**config.mk**
```make
export PLATFORM = sky130hd
export DESIGN_NAME = pgpt_setup
export DESIGN_NICKNAME = d
export VERILOG_FILES = /design/src/rtl/pgpt_pkg.sv /design/src/rtl/pgpt_setup.sv
export SDC_FILE = /design/constraint.sdc
export NUM_CORES = 2
export LEC_CHECK = 0
export ABC_AREA = 1
export BUFFER_PORTS_ARGS = -buffer_cell sky130_fd_sc_hd__buf_2
export CORE_MARGIN = 2
export CORE_UTILIZATION = 50
export CTS_BUF_LIST = sky130_fd_sc_hd__clkbuf_2 sky130_fd_sc_hd__clkbuf_4 sky130_fd_sc_hd__clkbuf_8
export DETAILED_ROUTE_END_ITERATION = 8
export PLACE_DENSITY = 0.67
export SLEW_MARGIN = 20
export SYNTH_ARGS = -nofsm -noshare
export SYNTH_HDL_FRONTEND = slang
export SYNTH_SLANG_ARGS = --single-unit
```
**constraint.sdc**
```tcl
create_clock -name clock -period 14.7 [get_ports clock]
set_input_delay 0.735 -clock clock [delete_from_list [all_inputs] [get_ports clock]]
set_output_delay 0.735 -clock clock [all_outputs]
set_load 0.05 [all_outputs]
```
**src/rtl/pgpt_pkg.sv**
```systemverilog
package pgpt_pkg;

   localparam int unsigned TABLE_LEN = 24;
   localparam int unsigned ZW = 34;      // residual angle width, Q30
   localparam int unsigned CW = 34;      // cordic x/y width, Q30
   localparam int unsigned EW = 18;      // rotation entry width, Q2.16

   localparam logic signed [ZW-1:0] Q30_PI      = 34'sd3373259426;
   localparam logic signed [ZW-1:0] Q30_HALF_PI = 34'sd1686629713;
   localparam logic signed [CW-1:0] Q30_GAIN    = 34'sd652032874;

   localparam logic [3:0] REG_COLUMNS  = 4'd0;
   localparam logic [3:0] REG_ROWS     = 4'd1;
   localparam logic [3:0] REG_COL_SPC  = 4'd2;
   localparam logic [3:0] REG_ROW_SPC  = 4'd3;

   typedef struct packed {
      logic signed [15:0] angle_z;
      logic signed [15:0] angle_y;
      logic signed [15:0] angle_x;
      logic signed [31:0] shift_x;
      logic signed [31:0] shift_y;
      logic signed [31:0] shift_z;
   } pose_type;

   typedef struct packed {
      logic signed [EW-1:0] r00;
      logic signed [EW-1:0] r01;
      logic signed [EW-1:0] r10;
      logic signed [EW-1:0] r11;
      logic signed [EW-1:0] r20;
      logic signed [EW-1:0] r21;
      logic signed [31:0]   tx;
      logic signed [31:0]   ty;
      logic signed [31:0]   tz;
   } plane_type;

   function automatic logic signed [ZW-1:0] atan_q30(input logic [4:0] i);
      logic signed [ZW-1:0] v;
      begin
         case (i)
            5'd0: v = 34'sh3243F6A8;
            5'd1: v = 34'sh1DAC6705;
            5'd2: v = 34'sh0FADBAFC;
            5'd3: v = 34'sh07F56EA6;
            5'd4: v = 34'sh03FEAB76;
            5'd5: v = 34'sh01FFD55B;
            5'd6: v = 34'sh00FFFAAA;
            5'd7: v = 34'sh007FFF55;
            5'd8: v = 34'sh003FFFEA;
            5'd9: v = 34'sh001FFFFD;
            5'd10: v = 34'sh000FFFFF;
            5'd11: v = 34'sh0007FFFF;
            5'd12: v = 34'sh0003FFFF;
            5'd13: v = 34'sh0001FFFF;
            5'd14: v = 34'sh0000FFFF;
            5'd15: v = 34'sh00007FFF;
            5'd16: v = 34'sh00003FFF;
            5'd17: v = 34'sh00001FFF;
            5'd18: v = 34'sh00000FFF;
            5'd19: v = 34'sh000007FF;
            5'd20: v = 34'sh000003FF;
            5'd21: v = 34'sh000001FF;
            5'd22: v = 34'sh000000FF;
            5'd23: v = 34'sh0000007F;
            default: v = '0;
         endcase
         return v;
      end
   endfunction

endpackage

```
**src/rtl/pgpt_setup.sv**
```systemverilog
// Front: one shared CORDIC for the three angles, then a sequenced
// multiplier that forms the six needed rotation entries.
module pgpt_setup
   import pgpt_pkg::*;
#(
   parameter int unsigned CORDIC_STEPS = 16
) (
   input  logic      clock,
   input  logic      reset,
   input  logic      in_valid,
   output logic      in_ready,
   input  pose_type  in_pose,
   output logic      out_valid,
   input  logic      out_ready,
   output plane_type out_plane
);

   localparam int unsigned STEPS = (CORDIC_STEPS > TABLE_LEN) ? TABLE_LEN : CORDIC_STEPS;

   localparam logic [2:0] S_IDLE = 3'd0;
   localparam logic [2:0] S_CORD = 3'd1;
   localparam logic [2:0] S_MUL  = 3'd2;
   localparam logic [2:0] S_DONE = 3'd3;

   logic [2:0] state_ff, state_in;
   logic [4:0] step_ff, step_in;
   logic [1:0] ang_ff, ang_in;
   logic [3:0] mop_ff, mop_in;
   logic signed [ZW-1:0] z_ff, z_in;
   logic signed [CW-1:0] x_ff, x_in, y_ff, y_in;
   logic neg_ff, neg_in;
   logic signed [CW-1:0] sn_ff [3];
   logic signed [CW-1:0] cs_ff [3];
   logic signed [CW-1:0] p_ff [4];
   pose_type pose_ff;
   plane_type plane_ff;

   logic signed [ZW-1:0] z0, zq;
   logic signed [15:0] ang_sel;
   logic signed [CW-1:0] xs, ys;
   logic signed [CW-1:0] ma, mb;
   logic signed [2*CW-1:0] prod;
   logic signed [CW-1:0] prod_r;

   always_comb begin
      case (ang_ff)
         2'd0: ang_sel = pose_ff.angle_z;
         2'd1: ang_sel = pose_ff.angle_y;
         default: ang_sel = pose_ff.angle_x;
      endcase
      z0 = {{(ZW-33){ang_sel[15]}}, ang_sel, 17'd0};
      xs = x_ff >>> step_ff;
      ys = y_ff >>> step_ff;
   end

   // product table: cz=cs0 sz=sn0 cy=cs1 sy=sn1 cx=cs2 sx=sn2
   // p0=czsy p1=szsy p2=czsy*sx p3=szsy*sx
   // entries: r00=cz*cy r01=p2-sz*cx r10=sz*cy r11=p3+cz*cx r21=cy*sx, r20=-sy
   always_comb begin
      case (mop_ff)
         4'd0: begin ma = cs_ff[0]; mb = sn_ff[1]; end
         4'd1: begin ma = sn_ff[0]; mb = sn_ff[1]; end
         4'd2: begin ma = cs_ff[0]; mb = cs_ff[1]; end
         4'd3: begin ma = p_ff[0];  mb = sn_ff[2]; end
         4'd4: begin ma = sn_ff[0]; mb = cs_ff[2]; end
         4'd5: begin ma = sn_ff[0]; mb = cs_ff[1]; end
         4'd6: begin ma = p_ff[1];  mb = sn_ff[2]; end
         4'd7: begin ma = cs_ff[0]; mb = cs_ff[2]; end
         default: begin ma = cs_ff[1]; mb = sn_ff[2]; end
      endcase
      prod = ma * mb;
      prod_r = CW'((prod + (2*CW)'(64'sd1 <<< 29)) >>> 30);
   end

   function automatic logic signed [EW-1:0] to_entry(input logic signed [CW:0] v);
      logic signed [CW:0] r;
      begin
         r = (v + (CW+1)'(8192)) >>> 14;
         if (r > (CW+1)'(131071)) return 18'sd131071;
         else if (r < -(CW+1)'(131072)) return -18'sd131072;
         else return r[EW-1:0];
      end
   endfunction

   logic sn_we, cs_we;
   always_comb begin
      state_in = state_ff;
      step_in = step_ff;
      ang_in = ang_ff;
      mop_in = mop_ff;
      z_in = z_ff;
      x_in = x_ff;
      y_in = y_ff;
      neg_in = neg_ff;
      zq = z0;
      sn_we = 1'b0;
      cs_we = 1'b0;
      case (state_ff)
         S_IDLE: begin
            if (in_valid) begin
               state_in = S_CORD;
               ang_in = 2'd0;
               step_in = 5'd31;
            end
         end
         S_CORD: begin
            if (step_ff == 5'd31) begin
               // load the next angle with quadrant folding
               neg_in = 1'b0;
               if (z0 > Q30_HALF_PI) begin
                  zq = z0 - Q30_PI; neg_in = 1'b1;
               end else if (z0 < -Q30_HALF_PI) begin
                  zq = z0 + Q30_PI; neg_in = 1'b1;
               end
               z_in = zq;
               x_in = Q30_GAIN;
               y_in = '0;
               step_in = 5'd0;
            end else begin
               if (!z_ff[ZW-1]) begin
                  x_in = x_ff - ys; y_in = y_ff + xs; z_in = z_ff - atan_q30(step_ff);
               end else begin
                  x_in = x_ff + ys; y_in = y_ff - xs; z_in = z_ff + atan_q30(step_ff);
               end
               if (step_ff == 5'(STEPS - 1)) begin
                  sn_we = 1'b1;
                  cs_we = 1'b1;
                  step_in = 5'd31;
                  if (ang_ff == 2'd2) begin
                     state_in = S_MUL;
                     mop_in = 4'd0;
                  end else begin
                     ang_in = ang_ff + 2'd1;
                  end
               end else begin
                  step_in = step_ff + 5'd1;
               end
            end
         end
         S_MUL: begin
            mop_in = mop_ff + 4'd1;
            if (mop_ff == 4'd9) state_in = S_DONE;
         end
         S_DONE: begin
            if (out_ready) state_in = S_IDLE;
         end
         default: state_in = S_IDLE;
      endcase
   end

   always_ff @(posedge clock) begin
      if (reset) begin
         state_ff <= S_IDLE;
         step_ff <= 5'd31;
         ang_ff <= 2'd0;
         mop_ff <= 4'd0;
      end else begin
         state_ff <= state_in;
         step_ff <= step_in;
         ang_ff <= ang_in;
         mop_ff <= mop_in;
      end
   end

   always_ff @(posedge clock) begin
      z_ff <= z_in;
      x_ff <= x_in;
      y_ff <= y_in;
      neg_ff <= neg_in;
      if (state_ff == S_IDLE && in_valid) pose_ff <= in_pose;
      if (sn_we) sn_ff[ang_ff] <= neg_ff ? -y_in : y_in;
      if (cs_we) cs_ff[ang_ff] <= neg_ff ? -x_in : x_in;
      if (state_ff == S_MUL) begin
         case (mop_ff)
            4'd0: p_ff[0] <= prod_r;
            4'd1: p_ff[1] <= prod_r;
            4'd2: plane_ff.r00 <= to_entry({prod_r[CW-1], prod_r});
            4'd3: p_ff[2] <= prod_r;
            4'd4: plane_ff.r01 <= to_entry({p_ff[2][CW-1], p_ff[2]} -
                                            {prod_r[CW-1], prod_r});
            4'd5: plane_ff.r10 <= to_entry({prod_r[CW-1], prod_r});
            4'd6: p_ff[3] <= prod_r;
            4'd7: plane_ff.r11 <= to_entry({p_ff[3][CW-1], p_ff[3]} +
                                            {prod_r[CW-1], prod_r});
            4'd8: plane_ff.r21 <= to_entry({prod_r[CW-1], prod_r});
            default: plane_ff.r20 <= to_entry(-{sn_ff[1][CW-1], sn_ff[1]});
         endcase
         plane_ff.tx <= pose_ff.shift_x;
         plane_ff.ty <= pose_ff.shift_y;
         plane_ff.tz <= pose_ff.shift_z;
      end
   end

   assign in_ready  = (state_ff == S_IDLE);
   assign out_valid = (state_ff == S_DONE);
   assign out_plane = plane_ff;

endmodule

```
==> metrics <==
outcome finished clean; dominant synthesized flop cell edfxtp_1; CTS buffer count 121; first-iteration detailed-routing DRC count 7666; worst r2r src mop_ff[1]; element type at the critical path end flop; FF-to-FF path depth 44; period utilization 94.43%; Final TNS setup 0 ns; total routed wirelength 308700 µm; Final Util 55.48%; Worst Tran Pin Value 1.271 ns; All-Layer GR Usage 35.50%; # setup viols final 0; sequential area share after synthesis 27.77%; Initial Util 50.29%; Post-synth EDFFs 723; Setup CP Type flop to flop; final antenna-violating net count 0; clock-pin slew on the worst setup and hold paths 0.07 ns; Max Cap Violations 0; Die X 419.2 µm; Data required, critical path 15.24 ns; Final #Nets 12020; Slew headroom 15.19%; post-detail-place hpwl 239700 µm; vias in the first global route 73660; Die H 419.2 µm; worst hold path depth 1; H-tree depth 3; Cell variety after synth 73; worst-path maximum fanout 25; Clock Tree Buf Depth 3; # rows 152; filler cell count 15700; Area Growth Syn to Fin 10.31%; total gr overflow 0; global-route wire length before repair 459600 µm; average cell area after synthesis 8.822 µm²; vias per cell 5.632; Synth async-reset ratio 0%; post-CTS setup buffer count 0; routed vias 71210; RSZ-0062 raised after global routing no; Ys Warns 0; worst min-delay path startpoint in_pose[68]; largest net degree at the start of global routing 79; post-synth top area cell fa_1; total core area 0.1714 mm²; WL/cell 24.41 µm; FF+latch count, synth 834; FF-to-FF End out_plane[134]; CP Launch Type flop; GP Congestion 1.048; CTS root buffer clkbuf_8; FMAX 0.07204 GHz; I/O pin cnt 354; Final Hold Viols 0; Worst path slowest cell o21ai_1; r2r setup slk 0.82 ns; hold crit path type input port to flop; die area 0.1757 mm²; antenna violations before repair 8; Gate Count Post-Synth 9769; clock sinks 834; post_cts resized 0; clk_lat worst skew 0.91 ns; number of port buffers 353; Hold Path Sink pose_ff[68]; Mapped Area 0.08618 mm²; drt first pass iters 6; clock skew 0.1063 ns; CTS tree yes; layout cells sized above 1 9.022%; share of the synthesized area in the top cell type 27.76%; cell mode on critical path nand2_1; drc violations 0; Min Clock Period, post-route 13.88 ns; max-slew violation count 0; CP peak stage delay 1.00 ns; Post-Syn Nets 11570; ranking of synthesized cells by area fa_1 28%, edfxtp_1 25%, nand2_1 8.3%, inv_1 8.0%, ha_1 6.6%; CP arrival 14.42 ns
[what timing repair did]
| item | in CTS | in global routing |
|---|---|---|
| endpoints found under the hold margin | 110 | 0 |
| endpoints found under the setup margin | 0 | 0 |
| hold buffers | 110 | 0 |
[metrics by stage]
step / setup slack, ns / hold WS [ns] / area [µm²] / std cells
6_report: 0.8185 / 0.07939 / 95070 / 12640
5_1_grt: 0.01957 / 0.03561 / 95060 / 12640
4_1_cts: 1.069 / 0.001344 / 95050 / 12640
3_5_place_dp: 1.187 / 0.4045 / 91180 / 12300
3_3_place_gp: 1.344 / 0.4001 / 91180 / 12300
2_1_floorplan: 3.776 / 0.4003 / 86180 / 9769
[layout by cell type (no fill, tap or decap), types with 17 or more instances in the layout]
master         synthesis  final
o211ai_1              33     33
nand3b_1              17     17
o31ai_1               18     18
nand2_2               30     30
o21a_1                41     41
nor2_1              1066   1054
inv_2                 13     17
xor2_1               174    174
clkbuf_4               0     48
nand2_1             1907   1907
nor4_1                30     30
nand3_1              211    211
clkbuf_8               0    131
xnor2_1               91     91
or2_2                 29     29
o21ai_2                7     23
mux2i_1               39     39
buf_4                  3    195
a21oi_1              436    430
a31oi_1               50     50
a22o_1                29     29
o21ai_0              487    476
dlygate4sd3_1          0    110
nand4_1               57     57
a22oi_1               24     24
clkinv_2               0     18
inv_1               1836   1831
a21o_1                25     25
o22ai_1               25     25
a221oi_1              17     17
buf_2                 15    353
fa_1                1195   1195
dfxtp_1              111    110
ha_1                 454    452
edfxtp_1             723    723
nor3_1                83     82
o21ai_1               26     20
clkinv_1              28     40
[per-layer routing]
layer / track usage [%] / part of all wire (%) / up-vias
met2: 55.05 / 44 / 3755
met1: 44.45 / 38 / 34850
met3: 9.438 / 11 / 1004
li1: - / - / 31590
met5: 0 / 0.022 / -
met4: 21.55 / 7.3 / 10
[worst max path at each step]
stage               from        endpoint  cells past startpoint
3_3_place_gp   mop_ff[1]  out_plane[179]                     45
2_1_floorplan  mop_ff[0]  out_plane[139]                     49
4_1_cts        mop_ff[1]  out_plane[134]                     49
6_report       mop_ff[1]  out_plane[134]                     44
3_5_place_dp   mop_ff[1]  out_plane[134]                     49
5_1_grt        mop_ff[1]  out_plane[134]                     49
[state kept, by name, indices dropped and copies added, names as in the netlist, named ones only]
| name | cells |
|---|---|
| ang_ff | 2 |
| neg_ff | 1 |
| p_ff | 136 |
| x_ff | 34 |
| z_ff | 34 |
| pose_ff | 144 |
| state_ff | 2 |
| mop_ff | 4 |
| out_plane | 204 |
| cs_ff | 102 |
| step_ff | 5 |
| sn_ff | 102 |
| y_ff | 34 |
[cell usage after synthesis, types with 29 or more instances]
cell	count
o211ai_1	33
inv_1	1836
nand3_1	211
nand2_2	30
or2_2	29
edfxtp_1	723
o21a_1	41
nor3_1	83
a31oi_1	50
mux2i_1	39
a22o_1	29
nand2_1	1907
xnor2_1	91
nand4_1	57
buf_1	43
nor4_1	30
clkbuf_1	262
a21oi_1	436
ha_1	454
xor2_1	174
nor2_1	1066
fa_1	1195
o21ai_0	487
dfxtp_1	111
[cell type report]
class / count / area [µm²] / area share [%]
Multi-Input combinational cell: 6729 / 54070 / 56.88
Antenna cell: 4 / 10.01 / 0.01053
Clock inverter: 52 / 609.3 / 0.6409
Clock buffer: 179 / 2163 / 2.276
Timing Repair Buffer: 658 / 4332 / 4.556
Tap cell: 2310 / 2890 / 3.040
Inverter: 1878 / 7057 / 7.423
Sequential cell: 834 / 23930 / 25.18
[kinds of logic after synthesis]
group	count (synthesis)	synth area share (%)
fa+ha+maj	1649	34.35
flops	834	27.77
compound gates	1304	8.678
simple gates	3468	16.26
xor+xnor	269	2.795
buf+inv	2206	9.689
mux	39	0.4530
[worst max-delay path: cells and delay by family, from the launching register on]
kind            cells  cell delay, ns
compound gates      3            1.60
xor+xnor            2            0.81
fa+ha+maj          12            5.43
buf+inv             8            1.91
flops               1            0.40
simple gates       19            3.36
Power is left out: the tool's default activity adds up to more than one toggle a clock period on the data nets, which glitch-free logic cannot reach.
