<file path="src/rtl/pgpt_pkg.sv">
package pgpt_pkg;

   localparam int unsigned TABLE_LEN = 24;
   localparam int unsigned ZW = 34;      // residual angle width, Q30
   localparam int unsigned CW = 34;      // cordic x/y width, Q30
   localparam int unsigned EW = 18;      // rotation entry width, Q2.16

   localparam logic signed [ZW-1:0] Q30_PI      = 34'sd3373259426;
   localparam logic signed [ZW-1:0] Q30_HALF_PI = 34'sd1686629713;
   localparam logic signed [CW-1:0] Q30_GAIN    = 34'sd652032874;

   localparam logic [3:0] REG_COLUMNS  = 4'd0;
   localparam logic [3:0] REG_ROWS     = 4'd1;
   localparam logic [3:0] REG_COL_SPC  = 4'd2;
   localparam logic [3:0] REG_ROW_SPC  = 4'd3;

   typedef struct packed {
      logic signed [15:0] angle_z;
      logic signed [15:0] angle_y;
      logic signed [15:0] angle_x;
      logic signed [31:0] shift_x;
      logic signed [31:0] shift_y;
      logic signed [31:0] shift_z;
   } pose_type;

   typedef struct packed {
      logic signed [EW-1:0] r00;
      logic signed [EW-1:0] r01;
      logic signed [EW-1:0] r10;
      logic signed [EW-1:0] r11;
      logic signed [EW-1:0] r20;
      logic signed [EW-1:0] r21;
      logic signed [31:0]   tx;
      logic signed [31:0]   ty;
      logic signed [31:0]   tz;
   } plane_type;

   function automatic logic signed [ZW-1:0] atan_q30(input logic [4:0] i);
      logic signed [ZW-1:0] v;
      begin
         case (i)
            5'd0: v = 34'sh3243F6A8;
            5'd1: v = 34'sh1DAC6705;
            5'd2: v = 34'sh0FADBAFC;
            5'd3: v = 34'sh07F56EA6;
            5'd4: v = 34'sh03FEAB76;
            5'd5: v = 34'sh01FFD55B;
            5'd6: v = 34'sh00FFFAAA;
            5'd7: v = 34'sh007FFF55;
            5'd8: v = 34'sh003FFFEA;
            5'd9: v = 34'sh001FFFFD;
            5'd10: v = 34'sh000FFFFF;
            5'd11: v = 34'sh0007FFFF;
            5'd12: v = 34'sh0003FFFF;
            5'd13: v = 34'sh0001FFFF;
            5'd14: v = 34'sh0000FFFF;
            5'd15: v = 34'sh00007FFF;
            5'd16: v = 34'sh00003FFF;
            5'd17: v = 34'sh00001FFF;
            5'd18: v = 34'sh00000FFF;
            5'd19: v = 34'sh000007FF;
            5'd20: v = 34'sh000003FF;
            5'd21: v = 34'sh000001FF;
            5'd22: v = 34'sh000000FF;
            5'd23: v = 34'sh0000007F;
            default: v = '0;
         endcase
         return v;
      end
   endfunction

endpackage

</file>
<file path="src/rtl/pgpt_queue.sv">
// Two-entry plane queue between setup and emission.
module pgpt_queue
   import pgpt_pkg::*;
(
   input  logic      clock,
   input  logic      reset,
   input  logic      in_valid,
   output logic      in_ready,
   input  plane_type in_plane,
   output logic      out_valid,
   input  logic      out_ready,
   output plane_type out_plane
);

   plane_type mem_ff [2];
   logic wp_ff, rp_ff;
   logic [1:0] cnt_ff;
   logic push, pop;

   assign in_ready  = (cnt_ff != 2'd2);
   assign out_valid = (cnt_ff != 2'd0);
   assign push = in_valid && in_ready;
   assign pop  = out_valid && out_ready;
   assign out_plane = mem_ff[rp_ff];

   always_ff @(posedge clock) begin
      if (reset) begin
         wp_ff <= 1'b0;
         rp_ff <= 1'b0;
         cnt_ff <= 2'd0;
      end else begin
         if (push) wp_ff <= ~wp_ff;
         if (pop) rp_ff <= ~rp_ff;
         cnt_ff <= cnt_ff + {1'b0, push} - {1'b0, pop};
      end
   end

   always_ff @(posedge clock) begin
      if (push) mem_ff[wp_ff] <= in_plane;
   end

endmodule

</file>
<file path="config.mk">
export PLATFORM = sky130hd
export DESIGN_NAME = pgpt_queue
export DESIGN_NICKNAME = d
export VERILOG_FILES = /design/src/rtl/pgpt_pkg.sv /design/src/rtl/pgpt_queue.sv
export SDC_FILE = /design/constraint.sdc
export NUM_CORES = 1
export LEC_CHECK = 0
export ABC_CLOCK_PERIOD_IN_PS = 11780
export BUFFER_PORTS_ARGS = -buffer_cell sky130_fd_sc_hd__buf_2
export CAP_MARGIN = 20
export CORE_MARGIN = 1.5
export CORE_UTILIZATION = 53
export CTS_CLUSTER_DIAMETER = 120
export DETAILED_ROUTE_END_ITERATION = 7
export HOLD_SLACK_MARGIN = 0.1
export PLACE_DENSITY = 0.77
export SETUP_SLACK_MARGIN = 0.15
export SLEW_MARGIN = 5
export SYNTH_ARGS = -nofsm -noshare
export SYNTH_HDL_FRONTEND = slang
export SYNTH_SLANG_ARGS = --single-unit
</file>
<file path="constraint.sdc">
create_clock -name clock -period 11.78 [get_ports clock]
set_input_delay 0 -clock clock [delete_from_list [all_inputs] [get_ports clock]]
set_output_delay 0 -clock clock [all_outputs]
set_load 0.01 [all_outputs]
</file>
==> results.txt, run 1 <==
The number of fill cells in the layout is about 1.7k. Of all flip-flops after synthesis, the portion carrying an async set or reset was 0%. The internal portion of total power is 3.13 mW. The chip height came out at about 170 um. The horizontal die dimension came out at 175 um. In this design, the stage delay of the slowest critical-path cell is approximately 0.92 ns. The final wirelength came out at 35.5 mm. The net count after synthesis is 869. The final max-slew violation count is 0.

The sequential power share came out at between 40% and 50%. The total half-perimeter wirelength after legalization and detailed placement came out at ~21 mm. The number of antenna violations at the first check in global routing is 6.

The area fraction of the dominant cell type after synthesis came out at 78.5%. The power density normalized to cell area came out at 199 nW/um^2. The largest fanout on the critical path is 57. The net count of the finished layout came out at around 1.5k.

The last weighted congestion value of the routability-driven placer is 0.853. The global-route usage over all layers came out at 22.6%. The number of standard cells in the final layout excluding fillers is about 1.7k. In this run the cell area of the synthesized design comes to between 15000 and 20000 sq um.

The global routing met2 resource utilization is 41.7%. The cell type with the highest occurrence count on the critical path is buf_4. The wire length of the first global-routing pass came out at 51.9 mm. The clock share of power came out at 29.2%. The average cell area after synthesis is approximately 24 sq um. The library cell used as clock root buffer is clkbuf_16.

The number of optimization iterations in the first detailed-route pass is 5. The worst setup path is captured at a primary output. The switching share of total power came out at around a quarter.

The setup slack of the most critical reg-to-reg path is 8.96 ns. The number of synthesized register bits came out at 413. The overall via count from detail_route is 8709.

In this run the critical register-to-register path is launched from cnt_ff[0]$_SDFF_PP0_. The total I/O pin count is approximately 410. The fmax is 271 MHz. The number of clock buffers inserted by TritonCTS is between 40 and 50.

Across the run, the number of max-cap violations was 0. Sorting the synthesized cells by how often they occur yields 408 x edfxtp_1, 160 x mux2_4, 45 x mux2_2. In the routed layout, each cell is associated on average with a via count of slightly above 5. The worst path required time came out at 11.78 ns. The largest voltage drop on the vdd net is roughly 0.15 mV. In the synthesized netlist the dominant register cell turns out to be edfxtp_1. Setup violations remaining at the end of the flow were counted as 0.

The combinational share of power came out at 25.6%. The switching power of the nets came out at 1.13 mW. The iteration-0 DRC count of the detailed router came out at just under 600. Relative to the synthesized area, the layout overhead comes to 36.9%. In this run the critical register-to-register path is captured at mem_ff[0][114]$_DFFE_PP_. The fraction of the yosys area taken by sequential cells came out at 79.1%. The leftover overflow at the end of global routing is 0. The run finished with clean final reports.

Walking the worst path, the cells encountered are buf_4 > buf_4 > mux2_2 > buf_2. The number of cells upsized or downsized after cts came out at 0. For the worst flop-to-flop path, the logic depth is 5. The worst-margin pin slew came out at between 1 and 1.5 ns. The worst path arrival time came out at 3.69 ns.

Ranked by total cell area, the synthesized netlist is headed by edfxtp_1 78%, mux2_4 15%, mux2_2 3.2%. The normalized max-slew margin came out at 29.1%. The met1 track demand over resource is 24.0%.

After floorplanning, the core was sized to cover 28900 sq um. TritonCTS built the clock tree. The row count is 62. The H-tree was split into 2 levels. The clock slew at the register clock pins of the worst setup and hold paths is 0.06 ns.

The number of warnings issued by yosys is 0. The count of nets left with antenna violations once routing finished came out at 0. The number of enable-type register cells in the synthesized netlist is 408.

The routing usage on met3 came out at under 10%. The cell count after synthesis came out at ~660. Setup repair after global routing left no endpoint under its margin.

The leading cell type by number of instances after synthesis is edfxtp_1. The final critical path takes up a little under a third of the cycle. The buffer depth of the longest clock path came out at 3. Of all cell types, the one taking the most synthesized area is edfxtp_1. The total leakage power came out at 8.38 nW. The worst setup path is launched from a flip-flop. The worst-skew pair later-pin latency is 0.51 ns. The routed wirelength normalized by instance count came out at 20.6 um.

The total instance count after detailed placement came out at 1441. In this run the most used layer during global routing was met2. The die outline area came out at just over 30000 sq um. The final sum of negative setup slack came out at 0 ns.

The clock period minus worst slack is 3.69 ns. The count of final hold-check violations came out at 0. The final clock skew came out at 0.00970 ns. The maximum number of pins on one net before global-route repair is 75. The end point of the critical path is out_plane[28]. The cell with the largest stage delay on the worst path is buf_4. The critical path in this run is classified as flip-flop to primary output. The number of remaining DRC errors came out at 0. The count of distinct cell types in the synthesized netlist is 17.

The clock drives 413 sinks. The worst hold path belongs to the class primary input to flip-flop. In this run the tool buffered the top-level ports with 413 buffer cells. Once the floorplan was initialized, standard cells occupied between 50% and 60% of the core. The share of post-route cells with drive strength above 1 is 51.1%. The via count of the first global-routing pass came out at 9398.
[critical path: cells and delay by family, from the launching register on]
| family | cells | cell delay [ns] |
|---|---|---|
| buf+inv | 3 | 1.90 |
| mux | 1 | 0.41 |
| flops | 1 | 0.78 |
[cell families (layout without fill, tap and decap cells)]
family,count (synthesis),count (layout),share of synthesized area (%)
AO/OA/AOI/OAI,1,1,0.0481
XOR/XNOR,3,3,0.168
adder cells (fa/ha/maj),2,2,0.160
buffers and inverters,24,703,1.52
flip-flops,413,413,79.1
multiplexers,205,205,18.6
other,0,6,0
AND/OR/NAND/NOR,11,11,0.345
[final cells by class]
type	instances	area, sq um	area share [%]
flip-flops and latches	413	12400	57.8
repair buffers	629	4210	19.7
multi-input cells	222	3030	14.2
clock buffers	48	1050	4.92
well taps	384	480	2.25
clock inverters	25	219	1.02
diodes	6	15.0	0.0703
inverters	1	3.75	0.0176
[worst min path at each step]
stage	from	to	slack, ns	depth (start not counted)
6_report	in_plane[31]	mem_ff[0][31]$_DFFE_PP_	0.21	2
5_1_grt	in_plane[12]	mem_ff[1][12]$_DFFE_PP_	0.19	2
4_1_cts	in_plane[149]	mem_ff[1][149]$_DFFE_PP_	0.19	2
3_5_place_dp	in_plane[52]	mem_ff[1][52]$_DFFE_PP_	0.19	1
3_3_place_gp	in_plane[9]	mem_ff[1][9]$_DFFE_PP_	0.19	1
2_1_floorplan	reset	cnt_ff[0]$_SDFF_PP0_	0.07	1
[per-stage QoR]
step | cell area [sq um] | power, mW | setup slack (ns) | util (%) | hold WS [ns]
5_1_grt | 21400 | 4.41 | 7.92 | 74.1 | 0.192
2_1_floorplan | 15600 | 2.69 | 1.91 | - | 0.0716
3_5_place_dp | 18000 | 2.98 | 8.60 | 62.4 | 0.191
4_1_cts | 21400 | 4.27 | 8.05 | 74.0 | 0.187
3_3_place_gp | 18000 | 2.96 | 8.65 | 62.4 | 0.187
6_report | 21400 | 4.26 | 8.09 | 74.1 | 0.210
[cell usage in the layout (no fill, tap or decap), types with 4 or more instances in the layout]
master,count
buf_4,8
clkinv_2,6
mux2_2,45
buf_2,413
edfxtp_1,408
diode_2,6
dlygate4sd3_1,208
bufinv_16,4
clkinv_1,12
nor2_1,4
clkbuf_1,7
mux2_4,160
clkbuf_16,41
dfxtp_1,4
[power by group through the flow]
stage | logic [mW] | registers, mW | clock network (mW)
6_report | 1.09 | 1.93 | 1.24
2_1_floorplan | 0.718 | 1.97 | 0
3_3_place_gp | 1.01 | 1.94 | 0
4_1_cts | 1.09 | 1.93 | 1.26
5_1_grt | 1.15 | 1.94 | 1.32
3_5_place_dp | 1.02 | 1.96 | 0
[per-layer routing]
metal	part of all wire [%]	up-vias
met5	0	-
met2	54	377
met1	35	4274
li1	-	3935
met3	5.7	123
met4	5.6	0
[flip-flops by register name, indices dropped and copies added (netlist names), named ones only]
register and count:
mem_ff 408, cnt_ff 2, rp_ff 1, wp_ff 1
[what timing repair did]
| action | in CTS | in global routing |
|---|---|---|
| hold buffers | 208 | 0 |
| hold endpoints to repair | 413 | 0 |
| buffers inserted | 0 | 0 |
(Power assumes the default switching activity.)
==> inputs of run 2 (changes only) <==
ABC_AREA = 1   (was default)
ABC_CLOCK_PERIOD_IN_PS = 3700   (was 11780)
clock period = 3.7 ns   (was 11.78 ns; I/O delays follow)
==> run 2 against run 1 <==
Sequential power increased to 3.2 times the previous value; power grew to 3.2 times the previous value; worst hold slack worse by 0.0070 ns; utilization rose by 0.88 points.
==> results.txt, run 2 <==
The count of final hold-check violations was 0. In this run, synthesis inferred 408 flip-flops with an integrated enable. The number of synthesized register bits is roughly 410. The antenna violation net count after detailed routing came out at 0.

Data arrives at the worst endpoint at 2.47 ns. For hold timing, the worst endpoint is mem_ff[1][116]$_DFFE_PP_. The leading cell type by number of instances after synthesis is edfxtp_1.

The area growth from synthesis to layout is 38.4%. The clock network accounts for ~29% of the total power. The longest clock path from root to sink contains 3 buffers.

The flow ran to the end, and the final reports show no timing, DRC or antenna violations. The maximum number of pins on one net before global-route repair is 94. The fmax came out at 405 MHz. The floorplan has between 60 and 70 rows. The number of cells upsized or downsized after cts came out at 0.

Dividing the detail-routed wire length by the instance count gives 20.6 um. The internal portion of total power came out at 9.99 mW. The largest registers in the layout are mem_ff: 408 flops, cnt_ff: 2 flops. The most used flip-flop cell after synthesis is edfxtp_1. In this run the biggest area consumer among cell types represents between 70 and 80% of the synthesized area. In this run the most critical hold path is launched from in_plane[116]. The starting density of the core is 54.2%.

During synthesis, Yosys emitted a total of 0 warnings. The worst reg2reg path endpoint is mem_ff[1][135]$_DFFE_PP_. The iteration-0 DRC count of the detailed router came out at 524.

The portion of the clock cycle consumed by the worst path in the final layout is 66.7%. After synthesis, flip-flops and latches occupy 79.0% of the total area. The final max-slew violation count was 0.

The number of port buffers came out at 413. The sequential cell area is 12400 sq um. The number of sinks driven by the clock tree came out at 413. The placed instance area came out at 18200 sq um.

The average cell area after synthesis came out at roughly 23 sq um. The worst register-to-register path begins at cnt_ff[0]$_SDFF_PP0_. The via count of the first global-routing pass came to 9560. Setup repair after global routing left no endpoint under its margin. The count of distinct cell types in the synthesized netlist came out at 12. The number of remaining DRC errors is 0. The multi-input combinational cells in the finished layout cover a total of approximately 3000 sq um.

The total instance count after detailed placement is approximately 1.5k. The cell count after synthesis is 672. VDD sags by at most 0.651 mV.

The net count of the finished layout is 1545. The die is about 170 um tall. The share of post-route cells with drive strength above 1 is 51.2%.

In this run the worst hold path is classified as primary input to flip-flop. The setup slack of the most critical reg-to-reg path is ~1.9 ns. The number of clock buffers inserted by TritonCTS is 42. Counting flops with an async set or reset pin after synthesis yields a share of 0%. The library cell used as clock root buffer is clkbuf_16.

The switching share of total power came out at 26.8%. Setup violations remaining at the end of the flow were counted as 0. The sequential power share is 45.3%. The endpoint type of the worst setup path is a primary output. The worst setup path is launched from a flip-flop.

Between clock sinks in the finished design, the worst skew comes to 0.0110 ns. The combinational share of power came out at 25.8%. Total power for the finished layout comes to around 14 mW. The number of antenna violations at the first check in global routing is 6.

The wire length of the first global-routing pass is 53.7 mm. After the flow finishes, the layout carries non-filler instances totaling approximately 1.8k. For this block, the routed nets add up to 36.1 mm of wire. The flip-flop count of the largest register, all copies and words added is 408. The overall via count from detail_route is 8890. TritonCTS built the clock tree. Detailed placement finished with a half-perimeter wire length of 22.0 mm. In the layout the commonest cells are 413 x buf_2, 408 x edfxtp_1, 207 x dlygate4sd3_1. Counting flops per register, the top entry is mem_ff. edfxtp_1 takes more of the synthesized area than any other cell. The final cell area excluding filler cells is ~22000 sq um. The H-tree level count came out at 2. The largest fanout on the critical path came out at 54. By area the synthesized netlist is led by edfxtp_1 78%, mux2_4 15%, mux2_2 3.2%.

The instance count along the most critical hold path came out at 2. The most common cell after layout, fill and taps aside is buf_2. The max-cap violation count is 0. The leftover overflow at the end of global routing is 0.

The post-synthesis cell area came out at 15600 sq um. The commonest cells after synthesis are 408 x edfxtp_1, 160 x mux2_4, 44 x mux2_2. The critical path class is flip-flop to primary output. The worst path required time came out at roughly 3.7 ns. The power density normalized to cell area came out at 631 nW/um^2. The average via count per standard cell is 5.06.

After floorplanning, the core was sized to cover around 29000 sq um. The worst-skew pair later-pin latency came out at 0.52 ns. The worst-margin pin slew is 0.914 ns. The die covers 30500 sq um. Synthesis produced a netlist with a net count of 882.

The clock period minus worst slack is 2.47 ns. The last weighted congestion value of the routability-driven placer is 0.766. The number of optimization iterations in the first detailed-route pass is 5. The total leakage power is 8.52 nW. The number of fill cells in the layout is 1664. The fraction of the core area covered by cells at the end of the flow is 74.9%.

The normalized max-slew margin is between 30% and 40%. The worst-case reg-to-reg path depth came out at 6. The horizontal die dimension is 175 um. The total I/O pin count came out at 414. The switching power of the nets is about 3.7 mW. The global-route usage over all layers came out at a little under a quarter. The clock slew at the register clock pins of the worst setup and hold paths came out at ~0.060 ns.
[run 2: cell count changes after synthesis, moves of 2 or more]
cell     previous run  this run
nor2_1              5         9
inv_1               1         8
nand3_1             0         3
nor2b_1             2         0
xnor2_1             2         0
a21oi_1             0         2
nand2_1             1         8
[run 2: power groups by stage]
stage	combinational (mW)	sequential (mW)	clock (mW)
detailed placement	3.29	6.27	0
global placement	3.25	6.22	0
global route	3.70	6.24	4.17
CTS	3.49	6.18	3.99
floorplan	2.22	6.20	0
finish	3.53	6.19	3.93
[run 2: kinds of logic (layout without fill, tap and decap cells)]
family                   after synthesis  count (layout)  synth area share, %
AO/OA/AOI/OAI                          2               2               0.0641
buffers and inverters                 31             725                 1.69
flip-flops                           413             413                 79.0
multiplexers                         204             204                 18.5
other                                  0               7                    0
AND/OR/NAND/NOR                       20              20                0.504
adder cells (fa/ha/maj)                2               2                0.160
[run 2: metal layers]
metal / vias to the layer above / wire (um) / track usage [%]
met5: - / 0 / 0
met4: 0 / 1230 / 9.90
met3: 81 / 1910 / 4.11
met2: 354 / 20500 / 44.2
met1: 4453 / 12500 / 25.5
li1: 4002 / - / -
[run 2: worst max-delay path, stage by stage, from the launching register on]
cell and delay (ns):
dfxtp_4 0.93, buf_4 0.46, mux2_2 0.39, buf_2 0.15
[run 2: worst max-delay path by stage]
| stage | end | cells past startpoint | slack [ns] |
|---|---|---|---|
| floorplan | mem_ff[1][0]$_DFFE_PP_ | 4 | -0.26 |
| global placement | mem_ff[1][72]$_DFFE_PP_ | 5 | 1.41 |
| CTS | out_plane[2] | 3 | 1.19 |
| finish | out_plane[2] | 3 | 1.23 |
| detailed placement | mem_ff[1][72]$_DFFE_PP_ | 5 | 1.36 |
| global route | out_plane[2] | 3 | 1.10 |
[run 2: what timing repair did]
| action | 4_1_cts | 5_1_grt |
|---|---|---|
| hold buffers | 207 | 0 |
| buffers inserted | 0 | 0 |
| endpoints found under the setup margin | 0 | 0 |
| endpoints found under the hold margin | 413 | 0 |
[run 2: cell type report]
| class | count | share of cell area, % |
|---|---|---|
| flip-flops and latches | 413 | 57.1 |
| repair buffers | 642 | 20.4 |
| multi-input cells | 228 | 14.1 |
| clock buffers | 57 | 5.42 |
| well taps | 384 | 2.22 |
| clock inverters | 18 | 0.498 |
| inverters | 8 | 0.156 |
| diodes | 7 | 0.0810 |
[run 2: per-stage QoR]
stage          hold WS (ns)  setup WS, ns  setup TNS (ns)
5_1_grt               0.189          1.10               0
6_report              0.202          1.23               0
3_5_place_dp          0.180          1.36               0
2_1_floorplan        0.0638        -0.263         -106.12
3_3_place_gp          0.179          1.41               0
4_1_cts               0.157          1.19               0
==> inputs of run 3 (changes only) <==
ABC_AREA = 0   (was 1)
ABC_CLOCK_PERIOD_IN_PS = 2200   (was 3700)
CORE_UTILIZATION = 47   (was 53)
PLACE_DENSITY = 0.72   (was 0.77)
clock period = 2.2 ns   (was 3.7 ns; I/O delays follow)
==> run 3 against run 2 <==
Utilization down 8.1 points; largest cell class unchanged; clock-buffer cell count is 3 lower; highest routed layer unchanged; largest power group unchanged; final area is 0.83% higher.
==> results.txt, run 3 (synthesis gave the netlist of run 1 again) <==
The last weighted congestion value of the routability-driven placer is 0.801. The clock reaches the later pin of the worst-skew pair after around 0.52 ns. The class of the worst hold path is primary input to flip-flop. The chip height is 185 um. The worst path arrival time came out at 1.93 ns. The combinational share of power came out at 27.0%. For this run the aggregate overflow at the end of global routing stands at 0.

The count of final setup violators is 0. Counting the fill cells in the layout gives roughly 2.1k. Setup repair after global routing left no endpoint under its margin. The internal portion of the total power is 17.0 mW.

The switching power of the nets came out at 6.07 mW. The die outline area came out at 34300 sq um. The clock slew at the register clock pins of the worst setup and hold paths came out at 0.06 ns. The antenna violation net count after detailed routing is 0. After layout, the design draws a total of approximately 23 mW. The iteration-0 DRC count of the detailed router is 369.

The worst path required time is 2.20 ns. The portion of the clock cycle consumed by the worst path in the final layout is 87.5%. The worst-case reg-to-reg path depth came out at 3. The instance count along the most critical hold path came out at 2.

Static timing analysis puts the maximum clock frequency at 519 MHz. For this configuration, the core starts out at a cell density of around 48%. The number of antenna violations at the first check in global routing is 0. The average via count per standard cell came out at 4.76. The total instance count after detailed placement came out at between 1.5k and 2k. The normalized max-slew margin is between 60% and 70%. The clock share of power is 28.9%.

The path with the worst hold slack has its endpoint at mem_ff[1][101]$_DFFE_PP_. In the final layout, the multi-input gates occupy 3050 sq um. The worst register-to-register path begins at cnt_ff[0]$_SDFF_PP0_. The worst setup path is captured at a primary output. The HPWL after detailed placement is 21.4 mm. The number of standard cells in the final layout excluding fillers came out at 1805. The final clock skew came out at 0.0142 ns. The setup path with the least slack is of type flip-flop to primary output. The largest voltage drop on the vdd net is between 0.9 and 1 mV.

The post-route netlist has 52.5% of its cells at a drive strength greater than 1. The worst slack at placement came out at 0.543 ns. The wire length of the first global-routing pass is 49.5 mm. For this run, design rule violations remaining after detail routing come to 0.

The sequential cell area came out at ~12000 sq um. In this run the tool buffered the top-level ports with 413 buffer cells. The maximum number of pins on one net before global-route repair came out at 97. The type of origin of the critical path is a flip-flop.

The core box area came out at 32600 sq um. The flip-flop count of the largest register, all copies and words added came out at approximately 400. The setup slack after layout came out at 0.274 ns.

The library cell used as clock root buffer is clkbuf_16. The register with the most flip-flops in the final layout is mem_ff. The H-tree level count came out at 2. The worst-margin pin slew is 0.557 ns. The total leakage power is 8.57 nW. In the final routed layout, each cell accounts on average for 18.7 um.

The number of optimization iterations in the first detailed-route pass came out at 4. The clock drives around 410 sinks. The flow ran to the end, and the final reports show no timing, DRC or antenna violations. The buffer depth of the longest clock path is 3.

The tool flagged a number of max-cap violations equal to 0. The final wirelength came out at 33.7 mm. Global routing consumed, over all layers together, a little under a fifth of the routing resources. The setup slack of the most critical reg-to-reg path is 0.54 ns. The power density normalized to cell area came out at 1060 nW/um^2. The tightest hold path in the finished design has a slack of 0.200 ns.

In the final layout, the registers with the most flip-flops are mem_ff: 408 flops, cnt_ff: 2 flops. TritonCTS built the clock tree. The share of total power dissipated in sequential elements is between 40% and 50%. The library cell used most frequently in the layout, excluding fill and tap cells, is buf_2.

The overall via count from detail_route is between 8k and 9k. The synthesis-to-finish area growth came out at 39.7%. The net count of the finished layout came out at 1543.

The repair_antennas step left the layout with diodes totalling 0. The largest fanout on the critical path is 31. The worst reg2reg path endpoint is mem_ff[1][84]$_DFFE_PP_.

The final max-slew violation count came out at 0. The floorplan has 66 rows. After layout, the minimum clock period comes to 1.93 ns. The number of clock buffers inserted by TritonCTS is 43.

The count of final hold-check violations is 0. slightly above 400 I/O pins were placed. The horizontal die dimension is 185 um. The via count of the first global-routing pass came out at 9180. In the layout the commonest cells are 413 x buf_2, 408 x edfxtp_1, 207 x dlygate4sd3_1.

The switching share of total power is a little over a quarter. The startpoint identified for the worst hold timing path is in_plane[101].
## run 3: critical path: stages (launching register included)
cell,delay [ns]
dfxtp_4,0.39
buf_12,0.23
buf_6,0.27
mux2_4,0.33
buf_2,0.15
## run 3: area by class of cell
class                      count  share of cell area, %
tap                          442                   2.54
timing repair buffer         652                   20.8
clock buffer                  54                   5.22
clock inverter                21                  0.769
sequential                   413                   56.7
inverter                       1                 0.0172
multi-input combinational    222                   14.0
## run 3: per-layer routing
layer | routed length [um] | track usage [%] | share of wire, % | vias to the layer above
met4 | 1020 | 6.70 | 3.0 | 0
li1 | - | - | - | 3979
met1 | 12600 | 21.6 | 37 | 4232
met2 | 18200 | 35.2 | 54 | 301
met3 | 1910 | 3.93 | 5.7 | 72
met5 | 0 | 0 | 0 | -
## run 3: worst max path at each step
stage,endpoint,startpoint,depth (start not counted)
after global placement,mem_ff[1][83]$_DFFE_PP_,cnt_ff[0]$_SDFF_PP0_,3
after detailed placement,mem_ff[1][113]$_DFFE_PP_,cnt_ff[0]$_SDFF_PP0_,3
final,out_plane[126],flip-flop,4
after CTS,out_plane[126],flip-flop,4
after floorplan,mem_ff[0][0]$_DFFE_PP_,cnt_ff[0]$_SDFF_PP0_,3
after global routing,out_plane[126],flip-flop,4
## run 3: stage by stage
stage,setup TNS [ns],utilization (%),area [sq um]
final,0,66.8,21800
after global routing,0,66.8,21800
after CTS,0,66.8,21800
after detailed placement,0,56.5,18400
after global placement,0,56.5,18400
after floorplan,-615.20,-,15600
## run 3: repair_timing
item | 4_1_cts | 5_1_grt
hold endpoints to repair | 417 | 0
hold buffers | 207 | 0
setup buffers | 0 | 0
endpoints found under the setup margin | 0 | 32
resized for setup | 0 | 2
## run 3: power groups by stage
stage | clock network, mW | registers, mW | logic, mW
floorplan | 0 | 10.3 | 3.87
CTS | 6.83 | 10.1 | 6.24
global route | 7.12 | 10.2 | 6.61
finish | 6.67 | 10.1 | 6.22
global placement | 0 | 10.2 | 5.87
detailed placement | 0 | 10.3 | 5.91
